### src/rtl/core/dcbd_pkg.sv
// ----------------------------------------------------------------------------
// Detection cell box decode package
// Widths, register indexes, fixed-point constants and the sequencer states
// shared by the interfaces and the decoder.
// ----------------------------------------------------------------------------
package dcbd_pkg;

  localparam int GRID_SIZE_DEF   = 22;
  localparam int NUM_CLASSES_DEF = 80;

  localparam int VAL_W     = 16;
  localparam int CH_W      = 7;
  localparam int GRID_W    = 6;
  localparam int CFG_W     = 13;
  localparam int CFG_IDX_W = 2;
  localparam int CORNER_W  = 14;
  localparam int SCORE_W   = 13;

  localparam logic [CFG_IDX_W-1:0] REG_SCORE_THRESHOLD = 2'd0;
  localparam logic [CFG_IDX_W-1:0] REG_FRAME_WIDTH     = 2'd1;
  localparam logic [CFG_IDX_W-1:0] REG_FRAME_HEIGHT    = 2'd2;

  localparam logic [CFG_W-1:0] THRESHOLD_RST    = 13'd2048;
  localparam logic [CFG_W-1:0] FRAME_WIDTH_RST  = 13'd640;
  localparam logic [CFG_W-1:0] FRAME_HEIGHT_RST = 13'd480;

  localparam logic [16:0] LOG2E_Q16 = 17'd94548;
  localparam logic [29:0] LN2_Q30   = 30'd744261118;
  localparam logic [31:0] ONE_Q30   = 32'h4000_0000;

  // 2^25 / 5 rounded up; exact for magnitudes below 2^23.
  localparam logic [31:0] RECIP5 = 32'd6710887;

  // 2^(2^-(j+1)) in Q30.
  function automatic logic [31:0] pow2_frac(input logic [2:0] j);
    logic [31:0] r;
    unique case (j)
      3'd0: r = 32'd1518500250;
      3'd1: r = 32'd1276901417;
      3'd2: r = 32'd1170923762;
      3'd3: r = 32'd1121280436;
      3'd4: r = 32'd1097253708;
      3'd5: r = 32'd1085434106;
      3'd6: r = 32'd1079572136;
      3'd7: r = 32'd1076653033;
    endcase
    return r;
  endfunction

  typedef enum logic [4:0] {
    S_IDLE,
    S_LOG_INIT,
    S_LOG_MUL,
    S_LOG_STEP,
    S_DIV5_MUL,
    S_DIV5_STEP,
    S_EXP_INIT,
    S_EXP_LN,
    S_EXP_LIN,
    S_EXP_TAB,
    S_EXP_TABU,
    S_EXP_FIN,
    S_SCORE,
    S_FN_INIT,
    S_FN_E,
    S_DIV_SETUP,
    S_DIV,
    S_CRN_INIT,
    S_CRN_M1,
    S_CRN_M2,
    S_CRN_Q,
    S_EMIT
  } state_t;

endpackage

### src/rtl/core/dcbd_in_if.sv
// ----------------------------------------------------------------------------
// Detection cell box decode input channel
// One tensor value with its channel and grid cell tags, valid/ready handshake.
// ----------------------------------------------------------------------------
interface dcbd_in_if import dcbd_pkg::*; ();
  logic                    valid;
  logic                    ready;
  logic signed [VAL_W-1:0] channel_value;
  logic [CH_W-1:0]         channel_index;
  logic [GRID_W-1:0]       grid_row;
  logic [GRID_W-1:0]       grid_col;

  modport source(output valid, channel_value, channel_index, grid_row, grid_col,
                 input ready);
  modport sink(input valid, channel_value, channel_index, grid_row, grid_col,
               output ready);
endinterface

### src/rtl/core/dcbd_out_if.sv
// ----------------------------------------------------------------------------
// Detection cell box decode output channel
// One decoded box with score and class, valid/ready handshake.
// ----------------------------------------------------------------------------
interface dcbd_out_if import dcbd_pkg::*; ();
  logic                       valid;
  logic                       ready;
  logic signed [CORNER_W-1:0] left_x;
  logic signed [CORNER_W-1:0] top_y;
  logic signed [CORNER_W-1:0] right_x;
  logic signed [CORNER_W-1:0] bottom_y;
  logic [SCORE_W-1:0]         detection_score;
  logic [CH_W-1:0]            class_id;

  modport source(output valid, left_x, top_y, right_x, bottom_y, detection_score, class_id,
                 input ready);
  modport sink(input valid, left_x, top_y, right_x, bottom_y, detection_score, class_id,
               output ready);
endinterface

### src/rtl/core/detection_cell_box_decode_top.sv
// ----------------------------------------------------------------------------
// Detection cell box decode, top level
// Collects a grid cell's channels and decodes a scored box on its last class.
// ----------------------------------------------------------------------------
// Every value is stored as it is accepted and the input stays ready for the
// next, except a cell's last class channel when both objectness and the best
// class score are positive. That channel starts a sequencer around one shared
// 32x32 multiplier: two 16-step log2 squaring loops, a divide by five, a 2^x
// evaluation, then for a detection four more 2^x evaluations each followed by
// a 14-step restoring divide (tanh and sigmoid), and four corner scalings.
// That transfer holds the input off until the sequencer returns to idle,
// longer when a box is produced than when the cell is rejected on its score;
// the time varies with the number of set fraction bits in each 2^x exponent,
// and the multiplier's one product per cycle sets the pace. A finished box
// waits in an output register, so the values of later cells keep flowing
// while the previous box is still unclaimed; only a second finished box waits
// for the first to be taken.
module detection_cell_box_decode_top import dcbd_pkg::*; #(
  parameter int GRID_SIZE   = GRID_SIZE_DEF,
  parameter int NUM_CLASSES = NUM_CLASSES_DEF
) (
  input  logic                 clk,
  input  logic                 rst,
  input  logic                 cfg_write_en,
  input  logic [CFG_IDX_W-1:0] cfg_index,
  input  logic [CFG_W-1:0]     cfg_data,
  dcbd_in_if.sink              in_ch,
  dcbd_out_if.source           out_ch
);

  localparam logic [CH_W-1:0] FIRST_CLASS = 7'd5;
  localparam logic [CH_W-1:0] LAST_CH     = 7'(4 + NUM_CLASSES);
  localparam logic [6:0]      GRID_K      = 7'(GRID_SIZE);
  localparam logic [27:0]     RECIPG      = 28'(((64'd1 << 27) + 64'(GRID_SIZE) - 64'd1)
                                                / 64'(GRID_SIZE));

  state_t state, state_next;

  logic [CFG_W-1:0] score_threshold, frame_width, frame_height;

  logic signed [VAL_W-1:0] objectness, best_class_score;
  logic signed [VAL_W-1:0] box_raw [4];
  logic [CH_W-1:0]         best_class_index;
  logic [GRID_W-1:0]       cell_row, cell_col;

  logic [31:0] mul_a, mul_b;
  logic [63:0] mul_p;

  logic [31:0]        mant;
  logic [15:0]        frac;
  logic [3:0]         lead;
  logic [3:0]         step_cnt;
  logic               phase;
  logic signed [23:0] log_acc;
  logic signed [23:0] ex;
  logic               zero_exp;
  logic [15:0]        ef;
  logic signed [7:0]  en;
  logic [3:0]         tab_j;
  logic [31:0]        lin;
  logic               fn_mode;
  logic [1:0]         fi;
  logic [12:0]        score;
  logic signed [13:0] tx, ty;
  logic [12:0]        sw, sh;
  logic [43:0]        rem;
  logic [56:0]        dd;
  logic [13:0]        quo;
  logic [1:0]         ci;
  logic [20:0]        nmag;
  logic               nneg;
  logic signed [13:0] crn [4];
  logic               res_valid;

  // Input side decode
  logic               in_fire, is_last, start;
  logic [CH_W-1:0]    class_k;
  logic               take_best;
  logic signed [VAL_W-1:0] best_new;

  always_comb begin
    in_fire   = in_ch.valid && in_ch.ready;
    class_k   = in_ch.channel_index - FIRST_CLASS;
    is_last   = (in_ch.channel_index == LAST_CH);
    take_best = (class_k == 7'd0) || (in_ch.channel_value > best_class_score);
    best_new  = take_best ? in_ch.channel_value : best_class_score;
    start     = in_fire && is_last && (objectness > 16'sd0) && (best_new > 16'sd0);
  end

  // Datapath helpers
  logic [14:0]        log_x;
  logic [3:0]         lead_c;
  logic [31:0]        sq;
  logic [15:0]        frac_new;
  logic signed [20:0] lval;
  logic signed [23:0] lext;
  logic [23:0]        acc_mag;
  logic [22:0]        q5;
  logic signed [24:0] bsum, bcl;
  logic [7:0]         nsh;
  logic [12:0]        score_t, score_c;
  logic signed [VAL_W-1:0] fn_v;
  logic [16:0]        fn_mag;
  logic [22:0]        fq;
  logic [61:0]        xw, dw;
  logic               div_ge;
  logic [13:0]        quo_new;
  logic [GRID_W-1:0]  cg;
  logic signed [13:0] ct;
  logic [12:0]        cs;
  logic signed [22:0] num;
  logic [21:0]        cq;
  logic signed [13:0] crn_c;

  always_comb begin
    log_x  = phase ? best_class_score[14:0] : objectness[14:0];
    lead_c = 4'd0;
    for (int i = 0; i < 15; i++) begin
      if (log_x[i]) begin
        lead_c = 4'(i);
      end
    end

    sq       = mul_p[61:30];
    frac_new = frac;
    if (sq[31]) begin
      frac_new[step_cnt] = 1'b1;
    end
    lval    = $signed({5'(lead) - 5'd12, frac_new});
    lext    = {{3{lval[20]}}, lval};
    acc_mag = log_acc[23] ? 24'(-log_acc) : log_acc;
    q5      = mul_p[47:25];

    bsum = $signed({ex[23], ex}) + 25'sd4194304;
    bcl  = (bsum > 25'sd6160384) ? 25'sd6160384 : bsum;

    // Score is the Q30 power taken down to Q12; it saturates above one.
    nsh     = 8'(-en);
    score_t = (nsh >= 8'd13) ? 13'd0 : (mant[30:18] >> nsh[3:0]);
    if (zero_exp) begin
      score_c = 13'd0;
    end else if (en > 8'sd0) begin
      score_c = 13'd4096;
    end else if (score_t > 13'd4096) begin
      score_c = 13'd4096;
    end else begin
      score_c = score_t;
    end

    fn_v   = box_raw[fi];
    fn_mag = fn_v[15] ? 17'(-{fn_v[15], fn_v}) : {1'b0, fn_v};
    fq     = mul_p[34:12];

    if (zero_exp) begin
      xw = 62'd0;
    end else if (!en[7]) begin
      xw = {30'd0, mant} << en[4:0];
    end else if (nsh >= 8'd63) begin
      xw = 62'd0;
    end else begin
      xw = {30'd0, mant} >> nsh[5:0];
    end
    dw = {30'd0, ONE_Q30} + xw;

    div_ge  = (dd <= {13'd0, rem});
    quo_new = quo | (div_ge ? (14'd1 << step_cnt) : 14'd0);

    cg  = ci[0] ? cell_row : cell_col;
    ct  = ci[0] ? ty : tx;
    cs  = ci[0] ? sh : sw;
    num = $signed({4'b0000, cg, 13'd0}) + (23'(ct) <<< 1);
    if (ci[1]) begin
      num = num + $signed({3'b000, 20'(GRID_K * cs)});
    end else begin
      num = num - $signed({3'b000, 20'(GRID_K * cs)});
    end

    cq = mul_p[48:27];
    if (nneg) begin
      crn_c = (cq > 22'd8192) ? -14'sd8192 : 14'(-$signed({1'b0, cq}));
    end else begin
      crn_c = (cq > 22'd8191) ? 14'sd8191 : $signed(cq[13:0]);
    end
  end

  // Next state
  always_comb begin
    state_next = state;
    unique case (state)
      S_IDLE:      if (start) state_next = S_LOG_INIT;
      S_LOG_INIT:  state_next = S_LOG_MUL;
      S_LOG_MUL:   state_next = S_LOG_STEP;
      S_LOG_STEP: begin
        if (step_cnt != 4'd0) begin
          state_next = S_LOG_MUL;
        end else begin
          state_next = phase ? S_DIV5_MUL : S_LOG_INIT;
        end
      end
      S_DIV5_MUL:  state_next = S_DIV5_STEP;
      S_DIV5_STEP: state_next = S_EXP_INIT;
      S_EXP_INIT:  state_next = S_EXP_LN;
      S_EXP_LN:    state_next = S_EXP_LIN;
      S_EXP_LIN:   state_next = S_EXP_TAB;
      S_EXP_TAB: begin
        if (tab_j[3]) begin
          state_next = S_EXP_FIN;
        end else if (ef[4'd15 - tab_j]) begin
          state_next = S_EXP_TABU;
        end
      end
      S_EXP_TABU:  state_next = S_EXP_TAB;
      S_EXP_FIN:   state_next = fn_mode ? S_DIV_SETUP : S_SCORE;
      S_SCORE:     state_next = (score_c > score_threshold) ? S_FN_INIT : S_IDLE;
      S_FN_INIT:   state_next = S_FN_E;
      S_FN_E:      state_next = S_EXP_INIT;
      S_DIV_SETUP: state_next = S_DIV;
      S_DIV: begin
        if (step_cnt == 4'd0) begin
          state_next = (fi == 2'd3) ? S_CRN_INIT : S_FN_INIT;
        end
      end
      S_CRN_INIT:  state_next = S_CRN_M1;
      S_CRN_M1:    state_next = S_CRN_M2;
      S_CRN_M2:    state_next = S_CRN_Q;
      S_CRN_Q:     state_next = (ci == 2'd3) ? S_EMIT : S_CRN_INIT;
      S_EMIT:      if (!res_valid || out_ch.ready) state_next = S_IDLE;
      default:     state_next = S_IDLE;
    endcase
  end

  // Multiplier operands and handshake
  always_comb begin
    mul_a       = 32'd0;
    mul_b       = 32'd0;
    in_ch.ready = (state == S_IDLE);
    unique case (state)
      S_LOG_MUL: begin
        mul_a = mant;
        mul_b = mant;
      end
      S_DIV5_MUL: begin
        mul_a = {8'd0, acc_mag};
        mul_b = RECIP5;
      end
      S_EXP_LN: begin
        mul_a = {24'd0, ef[7:0]};
        mul_b = {2'b00, LN2_Q30};
      end
      S_EXP_TAB: begin
        mul_a = mant;
        mul_b = tab_j[3] ? lin : pow2_frac(tab_j[2:0]);
      end
      S_FN_INIT: begin
        mul_a = {15'd0, fn_mag};
        mul_b = fi[1] ? {15'd0, LOG2E_Q16} : {14'd0, LOG2E_Q16, 1'b0};
      end
      S_CRN_M1: begin
        mul_a = {11'd0, nmag};
        mul_b = {19'd0, ci[0] ? frame_height : frame_width};
      end
      S_CRN_M2: begin
        mul_a = {11'd0, mul_p[33:13]};
        mul_b = {4'd0, RECIPG};
      end
      default: begin
        mul_a = 32'd0;
        mul_b = 32'd0;
      end
    endcase
  end

  always_ff @(posedge clk) begin
    if (rst) begin
      state <= S_IDLE;
    end else begin
      state <= state_next;
    end
  end

  always_ff @(posedge clk) begin
    if (rst) begin
      score_threshold <= THRESHOLD_RST;
      frame_width     <= FRAME_WIDTH_RST;
      frame_height    <= FRAME_HEIGHT_RST;
    end else if (cfg_write_en) begin
      unique case (cfg_index)
        REG_SCORE_THRESHOLD: score_threshold <= cfg_data;
        REG_FRAME_WIDTH:     frame_width     <= cfg_data;
        REG_FRAME_HEIGHT:    frame_height    <= cfg_data;
        default: ;
      endcase
    end
  end

  // Cell state
  always_ff @(posedge clk) begin
    if (rst) begin
      objectness       <= '0;
      best_class_score <= '0;
      best_class_index <= '0;
      for (int i = 0; i < 4; i++) begin
        box_raw[i] <= '0;
      end
    end else if (in_fire) begin
      if (in_ch.channel_index == 7'd0) begin
        objectness <= in_ch.channel_value;
      end else if (in_ch.channel_index < FIRST_CLASS) begin
        box_raw[2'(in_ch.channel_index - 7'd1)] <= in_ch.channel_value;
      end else if ((in_ch.channel_index <= LAST_CH) && take_best) begin
        best_class_score <= in_ch.channel_value;
        best_class_index <= class_k;
      end
    end
  end

  // Shared multiplier and sequencer datapath
  always_ff @(posedge clk) begin
    mul_p <= {32'd0, mul_a} * {32'd0, mul_b};
    unique case (state)
      S_IDLE: begin
        if (start) begin
          phase    <= 1'b0;
          log_acc  <= '0;
          cell_row <= in_ch.grid_row;
          cell_col <= in_ch.grid_col;
        end
      end
      S_LOG_INIT: begin
        lead     <= lead_c;
        mant     <= {17'd0, log_x} << (5'd30 - {1'b0, lead_c});
        frac     <= '0;
        step_cnt <= 4'd15;
      end
      S_LOG_STEP: begin
        mant     <= sq[31] ? {1'b0, sq[31:1]} : sq;
        frac     <= frac_new;
        step_cnt <= step_cnt - 4'd1;
        if (step_cnt == 4'd0) begin
          // Objectness is weighted by three fifths, the class by two fifths.
          log_acc <= phase ? log_acc + (lext <<< 1) : log_acc + lext + (lext <<< 1);
          phase   <= ~phase;
        end
      end
      S_DIV5_STEP: begin
        ex      <= log_acc[23] ? -$signed({1'b0, q5}) : $signed({1'b0, q5});
        fn_mode <= 1'b0;
      end
      S_EXP_INIT: begin
        zero_exp <= bsum[24];
        ef       <= bcl[15:0];
        en       <= $signed(8'(bcl[24:16]) - 8'd64);
        mant     <= ONE_Q30;
        tab_j    <= '0;
      end
      S_EXP_LIN: begin
        lin <= ONE_Q30 + {10'd0, mul_p[37:16]};
      end
      S_EXP_TAB: begin
        if (!tab_j[3] && !ef[4'd15 - tab_j]) begin
          tab_j <= tab_j + 4'd1;
        end
      end
      S_EXP_TABU: begin
        mant  <= mul_p[61:30];
        tab_j <= tab_j + 4'd1;
      end
      S_EXP_FIN: begin
        mant <= mul_p[61:30];
      end
      S_SCORE: begin
        score <= score_c;
        fi    <= 2'd0;
      end
      S_FN_E: begin
        ex      <= fn_v[15] ? $signed({1'b0, fq}) : -$signed({1'b0, fq});
        fn_mode <= 1'b1;
      end
      S_DIV_SETUP: begin
        // tanh uses twice the numerator of the sigmoid.
        rem      <= fi[1] ? (44'd1 << 42) : (44'd1 << 43);
        dd       <= (dw[61:44] != 18'd0) ? '1 : {dw[43:0], 13'd0};
        quo      <= '0;
        step_cnt <= 4'd13;
      end
      S_DIV: begin
        if (div_ge) begin
          rem <= rem - dd[43:0];
        end
        dd       <= dd >> 1;
        quo      <= quo_new;
        step_cnt <= step_cnt - 4'd1;
        if (step_cnt == 4'd0) begin
          unique case (fi)
            2'd0: tx <= $signed(quo_new) - 14'sd4096;
            2'd1: ty <= $signed(quo_new) - 14'sd4096;
            2'd2: sw <= quo_new[12:0];
            2'd3: sh <= quo_new[12:0];
          endcase
          fi <= fi + 2'd1;
          ci <= 2'd0;
        end
      end
      S_CRN_INIT: begin
        nneg <= num[22];
        nmag <= num[22] ? 21'(-num) : num[20:0];
      end
      S_CRN_Q: begin
        crn[ci] <= crn_c;
        ci      <= ci + 2'd1;
      end
      default: ;
    endcase
  end

  // Output register
  always_ff @(posedge clk) begin
    if (rst) begin
      res_valid <= 1'b0;
    end else if ((state == S_EMIT) && (!res_valid || out_ch.ready)) begin
      res_valid <= 1'b1;
    end else if (out_ch.ready) begin
      res_valid <= 1'b0;
    end
  end

  always_ff @(posedge clk) begin
    if ((state == S_EMIT) && (!res_valid || out_ch.ready)) begin
      out_ch.left_x          <= crn[0];
      out_ch.top_y           <= crn[1];
      out_ch.right_x         <= crn[2];
      out_ch.bottom_y        <= crn[3];
      out_ch.detection_score <= score;
      out_ch.class_id        <= best_class_index;
    end
  end

  assign out_ch.valid = res_valid;

endmodule
### src/flat_wrapper.sv
// flat-port wrapper written by rule: the top's interface ports become plain ports
module detection_cell_box_decode_top_flat import dcbd_pkg::*;
#(
  parameter int GRID_SIZE   = GRID_SIZE_DEF,
  parameter int NUM_CLASSES = NUM_CLASSES_DEF
)
  (clk, rst, cfg_write_en, cfg_index, cfg_data, in_ch_valid, in_ch_channel_value, in_ch_channel_index, in_ch_grid_row, in_ch_grid_col, in_ch_ready, out_ch_valid, out_ch_left_x, out_ch_top_y, out_ch_right_x, out_ch_bottom_y, out_ch_detection_score, out_ch_class_id, out_ch_ready);
  dcbd_in_if in_ch_i ();
  dcbd_out_if out_ch_i ();
  input  logic clk;
  input  logic rst;
  input  logic cfg_write_en;
  input  logic [CFG_IDX_W-1:0] cfg_index;
  input  logic [CFG_W-1:0] cfg_data;
  input wire logic [$bits(in_ch_i.valid)-1:0] in_ch_valid;
  input wire logic [$bits(in_ch_i.channel_value)-1:0] in_ch_channel_value;
  input wire logic [$bits(in_ch_i.channel_index)-1:0] in_ch_channel_index;
  input wire logic [$bits(in_ch_i.grid_row)-1:0] in_ch_grid_row;
  input wire logic [$bits(in_ch_i.grid_col)-1:0] in_ch_grid_col;
  output wire logic [$bits(in_ch_i.ready)-1:0] in_ch_ready;
  output wire logic [$bits(out_ch_i.valid)-1:0] out_ch_valid;
  output wire logic [$bits(out_ch_i.left_x)-1:0] out_ch_left_x;
  output wire logic [$bits(out_ch_i.top_y)-1:0] out_ch_top_y;
  output wire logic [$bits(out_ch_i.right_x)-1:0] out_ch_right_x;
  output wire logic [$bits(out_ch_i.bottom_y)-1:0] out_ch_bottom_y;
  output wire logic [$bits(out_ch_i.detection_score)-1:0] out_ch_detection_score;
  output wire logic [$bits(out_ch_i.class_id)-1:0] out_ch_class_id;
  input wire logic [$bits(out_ch_i.ready)-1:0] out_ch_ready;
  assign in_ch_i.valid = in_ch_valid;
  assign in_ch_i.channel_value = in_ch_channel_value;
  assign in_ch_i.channel_index = in_ch_channel_index;
  assign in_ch_i.grid_row = in_ch_grid_row;
  assign in_ch_i.grid_col = in_ch_grid_col;
  assign in_ch_ready = in_ch_i.ready;
  assign out_ch_valid = out_ch_i.valid;
  assign out_ch_left_x = out_ch_i.left_x;
  assign out_ch_top_y = out_ch_i.top_y;
  assign out_ch_right_x = out_ch_i.right_x;
  assign out_ch_bottom_y = out_ch_i.bottom_y;
  assign out_ch_detection_score = out_ch_i.detection_score;
  assign out_ch_class_id = out_ch_i.class_id;
  assign out_ch_i.ready = out_ch_ready;
  detection_cell_box_decode_top #(.GRID_SIZE(GRID_SIZE), .NUM_CLASSES(NUM_CLASSES)) u_core (.clk(clk), .rst(rst), .cfg_write_en(cfg_write_en), .cfg_index(cfg_index), .cfg_data(cfg_data), .in_ch(in_ch_i), .out_ch(out_ch_i));
endmodule
### config.mk
export PLATFORM = sky130hd
export DESIGN_NAME = detection_cell_box_decode_top_flat
export DESIGN_NICKNAME = d
export VERILOG_FILES = /design/src/rtl/core/dcbd_pkg.sv /design/src/rtl/core/dcbd_in_if.sv /design/src/rtl/core/dcbd_out_if.sv /design/src/rtl/core/detection_cell_box_decode_top.sv /design/src/flat_wrapper.sv
export SDC_FILE = /design/constraint.sdc
export NUM_CORES = 2
export LEC_CHECK = 0
export ABC_AREA = 1
export BUFFER_PORTS_ARGS = -buffer_cell sky130_fd_sc_hd__buf_2
export CAP_MARGIN = 40
export CORE_MARGIN = 3
export CORE_UTILIZATION = 40
export DETAILED_ROUTE_END_ITERATION = 12
export GPL_ROUTABILITY_DRIVEN = 0
export GPL_TIMING_DRIVEN = 0
export PLACE_DENSITY_LB_ADDON = 0.15
export REMOVE_ABC_BUFFERS = 1
export SKIP_LAST_GASP = 1
export SLEW_MARGIN = 20
export SYNTH_ARGS = -nofsm -noshare
export SYNTH_HDL_FRONTEND = slang
export SYNTH_SLANG_ARGS = --single-unit
### constraint.sdc
create_clock -name clk -period 10.6 [get_ports clk]
set_input_delay 0.53 -clock clk [delete_from_list [all_inputs] [get_ports clk]]
set_output_delay 0.53 -clock clk [all_outputs]
set_load 0.005 [all_outputs]
==> flow_summary.json <==
{
  "synth_seq_cells": 735,
  "fillCellCount": 19750,
  "io_buffers": 132,
  "clk_latency_ns": 0.75,
  "rsz0062_at_grt": "yes",
  "netlist_top_cells_area": "fa_1 (23%), edfxtp_1 (22%), nand2_1 (9.9%), inv_1 (8.6%), ha_1 (7.9%)",
  "status": "finished with violations",
  "async_flop_share_pct": 0,
  "cp-end-kind": "flop",
  "cts.sinks": 735,
  "multi_input_area_sq_um": 51500,
  "drv_cap": 0,
  "die_area_sq_um": 205000,
  "grt_overflow": 0,
  "setup_tns_ns": 0,
  "violations": "DRC",
  "clkTransAtPathRegs_ns": 0.06,
  "num_io_pins": 133,
  "critPathLaunchType": "flop",
  "avgViaCountPerCell": 5.44,
  "skew_ns": 0.0506,
  "synth_edf_count": 572,
  "antenna_found_initial": 22,
  "hold_ws_ns": 0.0711,
  "regArea_sq_um": 20400,
  "synth_area_sq_um": 79800,
  "holdPathStages": 2,
  "dp_hpwl_mm": 238,
  "drt_wl_total_mm": 295,
  "vias": 69726,
  "grt_use_total_pct": 28.7,
  "synthFlopType": "edfxtp_1",
  "yosysTopAreaCellShare_pct": 23.3,
  "drt_first_iter_violations": 7362,
  "cts-root-buf": "clkbuf_16",
  "syn_inst": 10021,
  "hold_viol": 0,
  "maxSlewHeadroom_pct": 36.0,
  "worstMarginPinSlew_ns": 0.958,
  "layout_common_cells": "nand2_1 (2069), inv_1 (1810), nor2_1 (1084)",
  "syn_area_per_cell_sq_um": 7.96,
  "syn2layout_area_growth_pct": 11.8,
  "final-max-slew-violation-count": 0,
  "critPathMaxStageDelay_ns": 0.59,
  "period_share_pct": 97.1,
  "cts_max_level": 3,
  "yosysWarningCount": 0,
  "drcViolationCount": 1,
  "ys_types": 72,
  "dpl_cell_area_sq_um": 85500,
  "drive_above_1_share_pct": 6.83,
  "die_w_microns": 453,
  "cp.required_ns": 11.23,
  "fmax_mhz": 97.1,
  "peakVddDrop_mv": 0.201,
  "coreArea_sq_um": 198000,
  "initial_core_util_pct": 40.3,
  "wl_per_cell_microns": 23.0,
  "nets": 11573,
  "synth_top_area_cell": "fa_1",
  "arrival_ns": 10.92,
  "finalCriticalPeriod_ns": 10.29,
  "min_path_type": "primary input to flop",
  "yosysSeqAreaShare_pct": 25.6,
  "power_density_nw_per_um2": 161,
  "grt_pass1_vias": 68843,
  "crit_fanout": 16,
  "worst-r2r-cell-count": 32,
  "clock_path_buffers": 3,
  "ant_nets": 0,
  "grt_pass1_wl_mm": 441,
  "setup.worst_path.class": "flop to flop",
  "setup_violations": 0,
  "fp.dieH_microns": 453,
  "cp_slowest_cell": "fa_1",
  "final_common_cell": "nand2_1",
  "leakagePower_nw": 41.6,
  "first_pass_iters": 12,
  "cts_buffers": 89,
  "grt_max_degree": 94,
  "design_area_sq_um": 89200,
  "cts_tree": "done",
  "rows": 163
}
[layer usage]
metal	global-route usage (%)	vias to the layer above	wire length [microns]
met5	0	-	58
met4	11.7	8	13700
met3	7.25	595	30500
met2	43.9	3121	128000
met1	38.9	34183	122000
li1	-	31819	-
[critical path: cells and delay by family (launching register included)]
| family | cells | cell delay [ns] |
|---|---|---|
| AOI/OAI and AO/OA | 1 | 0.14 |
| xor gates and xnor gates | 1 | 0.19 |
| adders and majority gates | 9 | 4.58 |
| buffers and inverters | 8 | 1.59 |
| DFF | 1 | 0.50 |
| and+or+nand+nor | 13 | 3.12 |
[state kept, by name (all words and copies together), names as in the netlist, 20 cells and up, named ones only]
| signal | count |
|---|---|
| u_core.ex | 24 |
| u_core.box_raw | 64 |
| u_core.mant | 32 |
| u_core.log_acc | 24 |
| u_core.crn | 56 |
| u_core.nmag | 20 |
| u_core.mul_p | 50 |
| u_core.dd | 57 |
| u_core.lin | 22 |
| u_core.rem | 44 |
[area by class of cell]
type	instances	area share (%)
repair inverters	2	0.0140
multi-input cells	7046	57.8
inverters	1881	8.07
clock inverters	49	0.567
well taps	2640	3.70
diodes	12	0.0337
clock buffers	113	2.64
flip-flops and latches	735	22.9
repair buffers	331	4.27
[kinds of logic (layout without fill, tap and decap cells)]
group	after synthesis	count (layout)	synth area share, %
xor gates and xnor gates	152	152	1.68
adders and majority gates	1432	1432	31.2
DFF	735	735	25.6
buffers and inverters	2240	2376	10.7
AOI/OAI and AO/OA	1438	1438	10.1
other	0	12	0
muxes	10	10	0.125
and+or+nand+nor	4014	4014	20.6
[cells in the mapped netlist (26+ instances only)]
cell type / count
nand4_1: 49
fa_1: 927
o22ai_1: 30
o21ai_0: 555
nand3b_1: 26
nor2_1: 1114
dfxtp_1: 163
o21a_1: 38
xnor2_1: 44
nor4_1: 42
a21oi_1: 556
or2_2: 31
clkbuf_1: 282
clkinv_1: 33
xor2_1: 107
inv_1: 1827
a31oi_1: 35
buf_2: 44
edfxtp_1: 572
nand3_1: 484
nand2_1: 2098
nor3_1: 94
ha_1: 505
[power by group]
group          switching, mW  internal [mW]
Combinational           5.18           2.00
Sequential             0.377           3.70
Clock                   1.33           1.75
[per-stage QoR]
stage / worst slack, ns / std cells / power, mW / utilization (%)
global route: -0.00743 / 12799 / 15.0 / 45.1
global placement: -11.78 / 12434 / 10.4 / 41.6
floorplan: 1.02 / 9662 / 7.61 / -
finish: 0.305 / 12809 / 14.3 / 45.1
detailed placement: -1.13 / 12588 / 10.9 / 43.2
CTS: 0.00430 / 12764 / 14.1 / 44.8
[worst paths after layout]
check | endpoint | start | slack [ns]
worst min register to register | out_ch_left_x[9] | u_core.crn[0][9] | 0.42
worst min-delay path | u_core.best_class_index[0] | in_ch_channel_index[0] | 0.07
worst max-delay path | u_core.mul_p[50] | u_core.state[0] | 0.31
worst max register to register | u_core.mul_p[50] | u_core.state[0] | 0.31
[timing repair]
action | CTS | global route
pin swaps | 0 | 7
hold endpoints to repair | 12 | 0
gates cloned | 1 | 1
buffers inserted | 1 | 18
endpoints found under the setup margin | 45 | 43
gates resized for setup | 37 | 50
hold buffers | 12 | 0
No activity file was read; power rests on OpenSTA's default activity.
